`src/rtl/core/ppem_pkg.sv`:
```
// ----------------------------------------------------------------------------
// ppem_pkg
// Shared types and constants for the perfect power exponent mask core.
// ----------------------------------------------------------------------------
package ppem_pkg;

  // Input value width and the magnitude width of a non-negative value
  localparam int VALUE_BITS = 32;
  localparam int MAG_BITS   = VALUE_BITS - 1;

  // Exponent range and mask width
  localparam int EXP_BITS  = 5;
  localparam int MAX_EXP   = 31;
  localparam int MASK_BITS = 30;

  // Root search bounds: candidates run from 2 up to 2^16
  localparam int ROOT_BITS = 17;
  localparam logic [ROOT_BITS-1:0] ROOT_LO = 17'd2;
  localparam logic [ROOT_BITS-1:0] ROOT_HI = 17'h10000;

  // Saturating power accumulator: holds up to limit + 1 <= 2^31
  localparam int POW_BITS  = 32;
  localparam int PROD_BITS = POW_BITS + ROOT_BITS;

  // max_exponent reset value and first exponent tested
  localparam logic [EXP_BITS-1:0] MAX_EXP_RESET = 5'd31;
  localparam logic [EXP_BITS-1:0] FIRST_EXP     = 5'd2;

  // Sequencer states
  typedef enum logic [2:0] {
    S_IDLE,
    S_EXP,
    S_MID,
    S_WAIT,
    S_OUT
  } ppem_state_t;

  // Request to the power unit
  typedef struct packed {
    logic                 start;
    logic [ROOT_BITS-1:0] base;
    logic [EXP_BITS-1:0]  exp;
  } ppem_pow_req_t;

  // Status from the power unit
  typedef struct packed {
    logic busy;
    logic done;
  } ppem_pow_stat_t;

endpackage

```
`src/rtl/core/ppem_pow_unit.sv`:
```
// ----------------------------------------------------------------------------
// ppem_pow_unit
// Iterative saturating power: base^exp, one multiply per cycle, clamped to
// limit + 1 as soon as the running product exceeds limit.
// ----------------------------------------------------------------------------
module ppem_pow_unit
  import ppem_pkg::*;
(
  input  logic                 clk,
  input  logic                 rst,
  input  ppem_pow_req_t        req,
  input  logic [MAG_BITS-1:0]  limit,
  output ppem_pow_stat_t       stat,
  output logic [POW_BITS-1:0]  result
);

  logic                 busy;
  logic [EXP_BITS-1:0]  k;
  logic [EXP_BITS-1:0]  exp;
  logic [ROOT_BITS-1:0] base;
  logic [POW_BITS-1:0]  r;

  logic [PROD_BITS-1:0] prod;
  logic                 over;
  logic                 finish;

  // Shared multiplier and saturation compare
  assign prod   = r * base;
  assign over   = prod > PROD_BITS'(limit);
  assign finish = busy && (k == exp);

  // Control
  always_ff @(posedge clk) begin
    if (rst) begin
      busy <= 1'b0;
    end else if (req.start) begin
      busy <= 1'b1;
    end else if (finish) begin
      busy <= 1'b0;
    end
  end

  // Accumulator: k counts multiplies done; saturation jumps k to the end
  always_ff @(posedge clk) begin
    if (req.start) begin
      r    <= POW_BITS'(1);
      k    <= '0;
      exp  <= req.exp;
      base <= req.base;
    end else if (busy && !finish) begin
      if (over) begin
        r <= POW_BITS'(limit) + POW_BITS'(1);
        k <= exp;
      end else begin
        r <= prod[POW_BITS-1:0];
        k <= k + EXP_BITS'(1);
      end
    end
  end

  assign stat.busy = busy;
  assign stat.done = finish;
  assign result    = r;

endmodule

```
`src/rtl/core/perfect_power_exponent_mask_core.sv`:
```
// ----------------------------------------------------------------------------
// perfect_power_exponent_mask_core
// Tests a signed value for being b^n (b >= 2, or one) for n in 2..max_exponent.
// ----------------------------------------------------------------------------
// Usage:
//   Input channel (in_valid/in_ready, value) takes one item at a time; in_ready
//   is high only while the core is idle. Output channel (out_valid/out_ready,
//   power_mask) presents one result item per input item and holds it until
//   taken; the core stays busy until then, so a stalled receiver stalls input.
//   Configuration channel (cfg_valid/cfg_ready, cfg_data) is always ready and
//   writes max_exponent; write it only while the core is idle.
// Operation:
//   Zero and negative values go straight to the output. A value of one sets
//   the bit of each enabled exponent in turn, without a search. Otherwise
//   each exponent runs a binary root search from 2 to at most 2^16, and
//   each step runs the shared saturating power unit for up to n multiplies.
//   Large exponents saturate early.
// Reset:
//   Synchronous, active high; returns to idle with max_exponent = 31.
// ----------------------------------------------------------------------------
module perfect_power_exponent_mask_core
  import ppem_pkg::*;
(
  input  logic                   clk,
  input  logic                   rst,
  input  logic                   in_valid,
  output logic                   in_ready,
  input  logic [VALUE_BITS-1:0]  value,
  output logic                   out_valid,
  input  logic                   out_ready,
  output logic [MASK_BITS-1:0]   power_mask,
  input  logic                   cfg_valid,
  output logic                   cfg_ready,
  input  logic [EXP_BITS-1:0]    cfg_data
);

  ppem_state_t          state, state_next;
  logic [EXP_BITS-1:0]  max_exponent;
  logic [MAG_BITS-1:0]  v, v_next;
  logic [EXP_BITS-1:0]  top, top_next;
  logic [EXP_BITS:0]    n, n_next;
  logic [ROOT_BITS-1:0] lo, lo_next;
  logic [ROOT_BITS-1:0] hi, hi_next;
  logic [ROOT_BITS-1:0] mid, mid_next;
  logic [MASK_BITS-1:0] mask, mask_next;

  ppem_pow_req_t        pow_req;
  ppem_pow_stat_t       pow_stat;
  logic [POW_BITS-1:0]  pow_result;

  logic [ROOT_BITS:0]   bound_sum;
  logic [EXP_BITS-1:0]  bit_idx;
  logic [EXP_BITS-1:0]  cap_exp;

  // Configuration register
  assign cfg_ready = 1'b1;

  always_ff @(posedge clk) begin
    if (rst) begin
      max_exponent <= MAX_EXP_RESET;
    end else if (cfg_valid && cfg_ready) begin
      max_exponent <= cfg_data;
    end
  end

  assign cap_exp   = (max_exponent > EXP_BITS'(MAX_EXP)) ? EXP_BITS'(MAX_EXP) : max_exponent;
  assign bound_sum = {1'b0, lo} + {1'b0, hi};
  // exponent counter has one spare bit so it can step past 31
  assign bit_idx   = n[EXP_BITS-1:0] - FIRST_EXP;

  // Shared power unit
  ppem_pow_unit u_pow (
    .clk    (clk),
    .rst    (rst),
    .req    (pow_req),
    .limit  (v),
    .stat   (pow_stat),
    .result (pow_result)
  );

  // State register
  always_ff @(posedge clk) begin
    if (rst) begin
      state <= S_IDLE;
    end else begin
      state <= state_next;
    end
  end

  // Datapath registers
  always_ff @(posedge clk) begin
    v    <= v_next;
    top  <= top_next;
    n    <= n_next;
    lo   <= lo_next;
    hi   <= hi_next;
    mid  <= mid_next;
    mask <= mask_next;
  end

  // Sequencer: per exponent, binary search for an integer root
  always_comb begin
    state_next   = state;
    v_next       = v;
    top_next     = top;
    n_next       = n;
    lo_next      = lo;
    hi_next      = hi;
    mid_next     = mid;
    mask_next    = mask;
    pow_req      = '0;
    pow_req.base = mid;
    pow_req.exp  = n[EXP_BITS-1:0];
    in_ready     = 1'b0;
    out_valid    = 1'b0;

    case (state)
      S_IDLE: begin
        in_ready = 1'b1;
        if (in_valid) begin
          v_next    = value[MAG_BITS-1:0];
          top_next  = cap_exp;
          n_next    = {1'b0, FIRST_EXP};
          mask_next = '0;
          // non-positive values give an empty mask
          if (value[VALUE_BITS-1] || (value == '0)) begin
            state_next = S_OUT;
          end else begin
            state_next = S_EXP;
          end
        end
      end

      S_EXP: begin
        if (n > {1'b0, top}) begin
          state_next = S_OUT;
        end else if (v == MAG_BITS'(1)) begin
          // one is a power for every exponent
          mask_next[bit_idx] = 1'b1;
          n_next             = n + (EXP_BITS+1)'(1);
        end else begin
          lo_next    = ROOT_LO;
          hi_next    = (v >= MAG_BITS'(ROOT_HI)) ? ROOT_HI : v[ROOT_BITS-1:0];
          state_next = S_MID;
        end
      end

      S_MID: begin
        if (lo > hi) begin
          n_next     = n + (EXP_BITS+1)'(1);
          state_next = S_EXP;
        end else begin
          mid_next      = bound_sum[ROOT_BITS:1];
          pow_req.start = 1'b1;
          pow_req.base  = bound_sum[ROOT_BITS:1];
          state_next    = S_WAIT;
        end
      end

      S_WAIT: begin
        if (pow_stat.done) begin
          if (pow_result == {1'b0, v}) begin
            mask_next[bit_idx] = 1'b1;
            n_next             = n + (EXP_BITS+1)'(1);
            state_next         = S_EXP;
          end else if (pow_result > {1'b0, v}) begin
            hi_next    = mid - ROOT_BITS'(1);
            state_next = S_MID;
          end else begin
            lo_next    = mid + ROOT_BITS'(1);
            state_next = S_MID;
          end
        end
      end

      S_OUT: begin
        out_valid = 1'b1;
        if (out_ready) begin
          state_next = S_IDLE;
        end
      end

      default: begin
        state_next = S_IDLE;
      end
    endcase
  end

  assign power_mask = mask;

  // Checks
  a_one_item: assert property (@(posedge clk) disable iff (rst)
    in_ready |-> !out_valid)
    else $error("input accepted while a result is pending");

  a_done_in_wait: assert property (@(posedge clk) disable iff (rst)
    pow_stat.done |-> (state == S_WAIT))
    else $error("power unit finished outside of a search step");

  a_start_idle_unit: assert property (@(posedge clk) disable iff (rst)
    pow_req.start |-> !pow_stat.busy)
    else $error("power unit restarted while busy");

  a_mid_range: assert property (@(posedge clk) disable iff (rst)
    (state == S_WAIT) |-> (mid >= ROOT_LO) && (mid <= ROOT_HI))
    else $error("root candidate out of range");

  a_search_exp: assert property (@(posedge clk) disable iff (rst)
    (state == S_MID) |-> (n >= {1'b0, FIRST_EXP}) && (n <= {1'b0, top}))
    else $error("root search on a disabled exponent");

endmodule

```
`config.mk`:
```
export PLATFORM = sky130hd
export DESIGN_NAME = perfect_power_exponent_mask_core
export DESIGN_NICKNAME = d
export VERILOG_FILES = /design/src/rtl/core/ppem_pkg.sv /design/src/rtl/core/ppem_pow_unit.sv /design/src/rtl/core/perfect_power_exponent_mask_core.sv
export SDC_FILE = /design/constraint.sdc
export NUM_CORES = 2
export LEC_CHECK = 0
export BUFFER_PORTS_ARGS = -buffer_cell sky130_fd_sc_hd__buf_2
export CORE_MARGIN = 3
export CORE_UTILIZATION = 62
export DETAILED_ROUTE_END_ITERATION = 10
export HOLD_SLACK_MARGIN = 0.06
export MAX_ROUTING_LAYER = met4
export PLACE_DENSITY = 0.84
export SLEW_MARGIN = 5
export SYNTH_ARGS = -nofsm -noshare
export SYNTH_HDL_FRONTEND = slang
export SYNTH_SLANG_ARGS = --single-unit
```
`constraint.sdc`:
```
create_clock -name clk -period 9.68 [get_ports clk]
set_input_delay 1.936 -clock clk [delete_from_list [all_inputs] [get_ports clk]]
set_output_delay 1.936 -clock clk [all_outputs]
set_load 0.01 [all_outputs]
```
After elaboration in Yosys (flattened, before gate mapping). Cells that the tools add are included.

$add $sub $neg: 7. $mul: 1. Div/mod/pow operators: 0. Magnitude comparators: 8. Equality and inequality tests: 19. Shift-type cells: 0. Mux-type cells: 45. Bitwise logic cells: 2. Reduce and logical (&&, ||, !) cells: 18.

Operators with widths (number): 17-bit two-way mux (11); 30-bit two-way mux (5); 30-bit case mux with 3 select lines (1); 17-bit case mux with 2 select lines (2); 49-bit by 31-bit > comparator with 1-bit output (1); 32-bit by 17-bit multiplier with 49-bit output (1); 18-bit two-way mux (2); 6-bit two-way mux (6); 31-bit by 1-bit adder with 32-bit output, second input constant (1); 32-bit by 31-bit == test with 1-bit output (1); 32-bit by 31-bit > comparator with 1-bit output (1); 32-bit zero test (1); 32-bit two-way mux (1); 31-bit by 1-bit == test with 1-bit output, second input constant (1); 31-bit by 17-bit greater-or-equal comparator with 1-bit output, second input constant (1); 30-bit bitwise OR (1); 6-bit case mux with 4 select lines (1); 2-bit != test, second input constant (10); 17-bit by 17-bit adder with 18-bit output (1); 3-bit two-way mux (6); 6-bit AND reduction (3); 17-bit by 1-bit adder with 17-bit output, second input constant (1); 17-bit > comparator (1); 17-bit by 1-bit subtractor with 17-bit output, second input constant (1); other kinds (29) (39).

Flip-flop bits (word level): 191. Bits in latches: 0. Bits in writable memories: 0. Bits in read-only memories: 0. Bits of input ports: 42. Output and inout port bits: 33. Memories: 0.

Logic depth before layout (Yosys ltp).
Word-level depth: 9. Gate-level depth with buffers: 38. Gate-level depth less buffers: 35.

Modules after synthesis. From an unflattened synthesis, not the netlist that was laid out.

Cells, all modules: 3378. Area total of the unflattened synthesis: 29857.4 µm².

By module, submodules not included: ppem_pow_unit (instances 1, cells each 2601, area each 21662.0 µm², seq. area each 1421.4 µm²); perfect_power_exponent_mask_core (instances 1, cells each 777, area each 8195.4 µm², seq. area each 3853.7 µm²).

Least setup slack after synthesis. Ideal clock, no wire load.

Kind: register -> register. From: reg u_pow.base[7]. To: reg u_pow.k[0]. Library setup time: 207 ps. Data arrival time: 8303 ps. Data required time: 9473 ps. Setup slack: 1170 ps. Cell stages (with the launch flop): 36. Path buffers: 4. Period minus slack after synthesis: 8510 ps. Cell sequence: edfxtp_1 -> clkbuf_1 -> and2_1 -> fa_1 -> inv_1 -> fa_1 -> fa_1 -> inv_1 -> fa_1 -> fa_1 -> inv_1 -> fa_1 -> inv_1 -> ha_1 -> clkbuf_1 -> a21oi_1 -> o21a_1 -> a211o_1 -> a31o_2 -> and2_1 -> xnor2_1 -> ha_1 -> a21o_1 -> a211oi_1 -> o21ai_0 -> a21o_1 -> o21ai_0 -> a21oi_1 -> or4_4 -> nor4b_2 -> o2111ai_1 -> nor4_4 -> buf_6 -> buf_12 -> nand3b_1 -> a31oi_1.

Cells in the longest elaborated chain, start to end: 3.

RTL lines: start, declared (RTL line ppem_pow_unit.sv:20) `logic [ROOT_BITS-1:0] base;`; start signal, assigned (RTL line ppem_pow_unit.sv:49) `base <= req.base;`; 32-bit by 17-bit multiplier with 49-bit output (RTL line ppem_pow_unit.sv:28) `assign prod = r * base;`; 49-bit by 31-bit > comparator with 1-bit output (RTL line ppem_pow_unit.sv:29) `assign over = prod > PROD_BITS'(limit);`; 5-bit two-way mux (RTL line ppem_pow_unit.sv:51) `if (over) begin`; end signal, assigned (RTL line ppem_pow_unit.sv:53) `k <= exp;`; end signal, assigned (RTL line ppem_pow_unit.sv:56) `k <= k + EXP_BITS'(1);`; end, declared (RTL line ppem_pow_unit.sv:18) `logic [EXP_BITS-1:0] k;`.

Every way passes these cells. A chain may end at the register's enable or synchronous reset.

Worst setup path in the final report.
From: reg u_pow.r[4] (netlist: u_pow.result[4]). To: reg u_pow.r[3] (netlist: u_pow.result[3]).

Cells in the longest elaborated chain, start to end: 3.

RTL lines: start, declared (RTL line ppem_pow_unit.sv:21) `logic [POW_BITS-1:0] r;`; start signal, assigned (RTL line ppem_pow_unit.sv:52) `r <= POW_BITS'(limit) + POW_BITS'(1);`; start signal, assigned (RTL line ppem_pow_unit.sv:55) `r <= prod[POW_BITS-1:0];`; 32-bit by 17-bit multiplier with 49-bit output (RTL line ppem_pow_unit.sv:28); 49-bit by 31-bit > comparator with 1-bit output (RTL line ppem_pow_unit.sv:29); 32-bit two-way mux (RTL line ppem_pow_unit.sv:51).

Every way passes these cells.

==> results.toml <==
[grt]
antenna_found_initial = 0
grt_max_degree = 88
grt_pass1_vias = 24026
grt_use_total_pct = 32.9
grt_pass1_wl_um = 127000
grt_remaining_overflow = 0

[job]
max-cap-violations = 0

[logic_synthesis]
synth_seq_cells = 191
syn_avg_cell_area_um2 = 8.90
synthArstFlopShare_pct = 0
postSynthCellCount = 3260
yosysWarnings = 0
ys_seq_area_share_pct = 18.2
syn_area_mm2 = 0.0290
synthDistinctLibCells = 74
synth-edff-count = 145
synth_nets = 3988
synth_top_flop_cell = "edfxtp_1"

[sta]
setup_tns_ns = 0
min_period_over_period_pct = 96.2
fin_crit_ns = 9.31
finalHoldViolations = 0
drv_slew = 0
max_slew_margin_pct = 28.5
worst_pin_slew_ns = 1.07
setup-violations-final = 0
whs_ns = 0.427
finClkSkew_ns = 0.0275
fmax_mhz = 107
worst_slack_ns = 0.365

[finish]
instances_no_fill = 3884
mostFrequentLayoutCells = "inv_1 (620), nand2_1 (494), fa_1 (450)"
nets = 3999
drive_above_1_share_pct = 7.13
regArea_mm2 = 0.00528
syn_to_final_growth_pct = 6.55
final_common_cell = "inv_1"
nFillCells = 3464
multi_input_area_mm2 = 0.0208
antennaDiodeCount = 0

[route]
dr.pass1.iters = 5
wl_per_cell_um = 20.0
viasPerCell = 6.03
vias = 23402
drcViolationCount = 0
drtIter0Drc = 2210
drt-total-wl_um = 77800
postRouteAntennaNets = 0

[setup_path]
cp.buffers_inverters = 4
worst_ep_required_time_ns = 10.01
crit_arrival_ns = 9.65
cp_common_cell = "fa_1"
critPathLaunchType = "register"
crit_fanout = 15
critical_path_class = "reg2reg"
cpPeakStageDelay_ns = 0.81
critPathTopFamily = "adder cells"
slowest_stage = "dfxtp_1"
end_kind = "register"

[place]
gp_congestion = 1.00
io_buffers = 73
placedCellCount = 3823
hpwl_um = 61400
place_ws_ns = 0.388

[floorplan]
initial_core_util_pct = 63.4
die_area_mm2 = 0.0494
die_width_um = 222
io_pins = 75
row_count = 78
die_h_um = 222
coreArea_mm2 = 0.0458

[hold_path]
hold_class = "reg2reg"

[cts]
htreeDepth = 4
worst_setup_hold_path_clk_slew_ns = 0.08
clockBufferDepth = 2
cts_root_buf = "clkbuf_16"
cts_buffers = 17
cts_tree = "done"
clock_latency_ns = 0.46
cts_sinks = 191

[status]
status = "complete, no violations"
==> cells by family (layout without fill, tap and decap cells) <==
kind of cell / count (synthesis) / in the layout / synth area share (%)
other: 1 / 1 / 0.0129
muxes: 15 / 15 / 0.530
AOI/OAI and AO/OA: 342 / 342 / 7.40
and+or+nand+nor: 1110 / 1110 / 18.5
adders and majority gates: 686 / 686 / 41.2
xor gates and xnor gates: 119 / 119 / 3.59
buffers and inverters: 796 / 820 / 10.5
DFF: 191 / 191 / 18.2
==> Yosys cell counts, types with 11 or more instances <==
cell type / instances / area share, %
a211oi_1: 13 / 0.34
a21o_1: 29 / 0.75
a21oi_1: 119 / 2.1
a31oi_1: 11 / 0.24
and2_1: 199 / 4.3
and3_1: 15 / 0.32
clkbuf_1: 155 / 2.0
dfxtp_1: 46 / 3.2
edfxtp_1: 145 / 15
fa_1: 450 / 31
ha_1: 236 / 10
inv_1: 621 / 8.0
mux2i_1: 12 / 0.41
nand2_1: 495 / 6.4
nand3_1: 75 / 1.3
nand4_1: 64 / 1.4
nor2_1: 110 / 1.4
nor2b_1: 24 / 0.52
nor3_1: 36 / 0.62
nor4_1: 30 / 0.65
o211ai_1: 12 / 0.31
o21a_1: 13 / 0.34
o21ai_0: 57 / 0.98
o21bai_1: 19 / 0.49
or4_1: 23 / 0.60
xnor2_1: 75 / 2.3
xor2_1: 44 / 1.3
==> metal layers <==
metal | vias up | part of all wire, % | GRT usage [%] | wire, µm
met5 | - | 0 | - | 0
met2 | 1311 | 47 | 51.3 | 36400
met1 | 11587 | 41 | 45.3 | 31600
met4 | 0 | 2.6 | 7.53 | 2040
li1 | 10317 | - | - | -
met3 | 187 | 10 | 6.34 | 7870
==> final timing paths <==
check | startpoint | endpoint | slack, ns | depth (start not counted)
setup / recovery | u_pow.result[4]$_SDFFE_PP0P_ | u_pow.result[3]$_SDFFE_PP0P_ | 0.37 | 32
hold / removal | max_exponent[0]$_SDFFE_PP1P_ | top[0]$_SDFFCE_PN1P_ | 0.43 | 0
setup reg to reg | u_pow.result[4]$_SDFFE_PP0P_ | u_pow.result[3]$_SDFFE_PP0P_ | 0.37 | 32
hold reg to reg | max_exponent[0]$_SDFFE_PP1P_ | top[0]$_SDFFCE_PN1P_ | 0.43 | 0
==> sequential cells by signal, summed over array words and instances (netlist names) <==
name / cells
mid: 17
v: 31
u_pow.exp: 5
max_exponent: 5
u_pow.busy: 1
hi: 17
lo: 17
power_mask: 30
n: 6
state: 3
u_pow.result: 32
u_pow.k: 5
top: 5
u_pow.base: 17
==> area by class of cell <==
class	count	share of cell area (%)
clock buffers	19	1.40
flip-flops and latches	191	17.1
repair buffers	167	3.90
inverters	621	7.54
multi-input cells	2273	67.2
clock inverters	13	0.457
well taps	600	2.43
==> timing repair <==
item,in CTS,in global routing
hold buffers,0,0
setup endpoints to repair,0,37
resized for setup,0,20
setup buffers,0,27
hold endpoints to repair,0,0
==> metrics by stage <==
step | util [%] | cell area, µm²
floorplan | - | 29000
global placement | 65.4 | 29900
detailed placement | 65.4 | 29900
CTS | 66.7 | 30500
global route | 67.5 | 30900
finish | 67.5 | 30900
==> worst register-to-register path: cells and delay by family, from the launching register on <==
family	cells	cell delay, ns
flip-flops	1	0.81
XOR/XNOR	1	0.18
adder cells (fa/ha/maj)	8	3.96
AO/OA/AOI/OAI	9	1.79
AND/OR/NAND/NOR	10	2.06
buffers and inverters	4	0.41
Power is not shown: default switching activity piles up to over one toggle a cycle in this logic, so the estimate is an artifact.
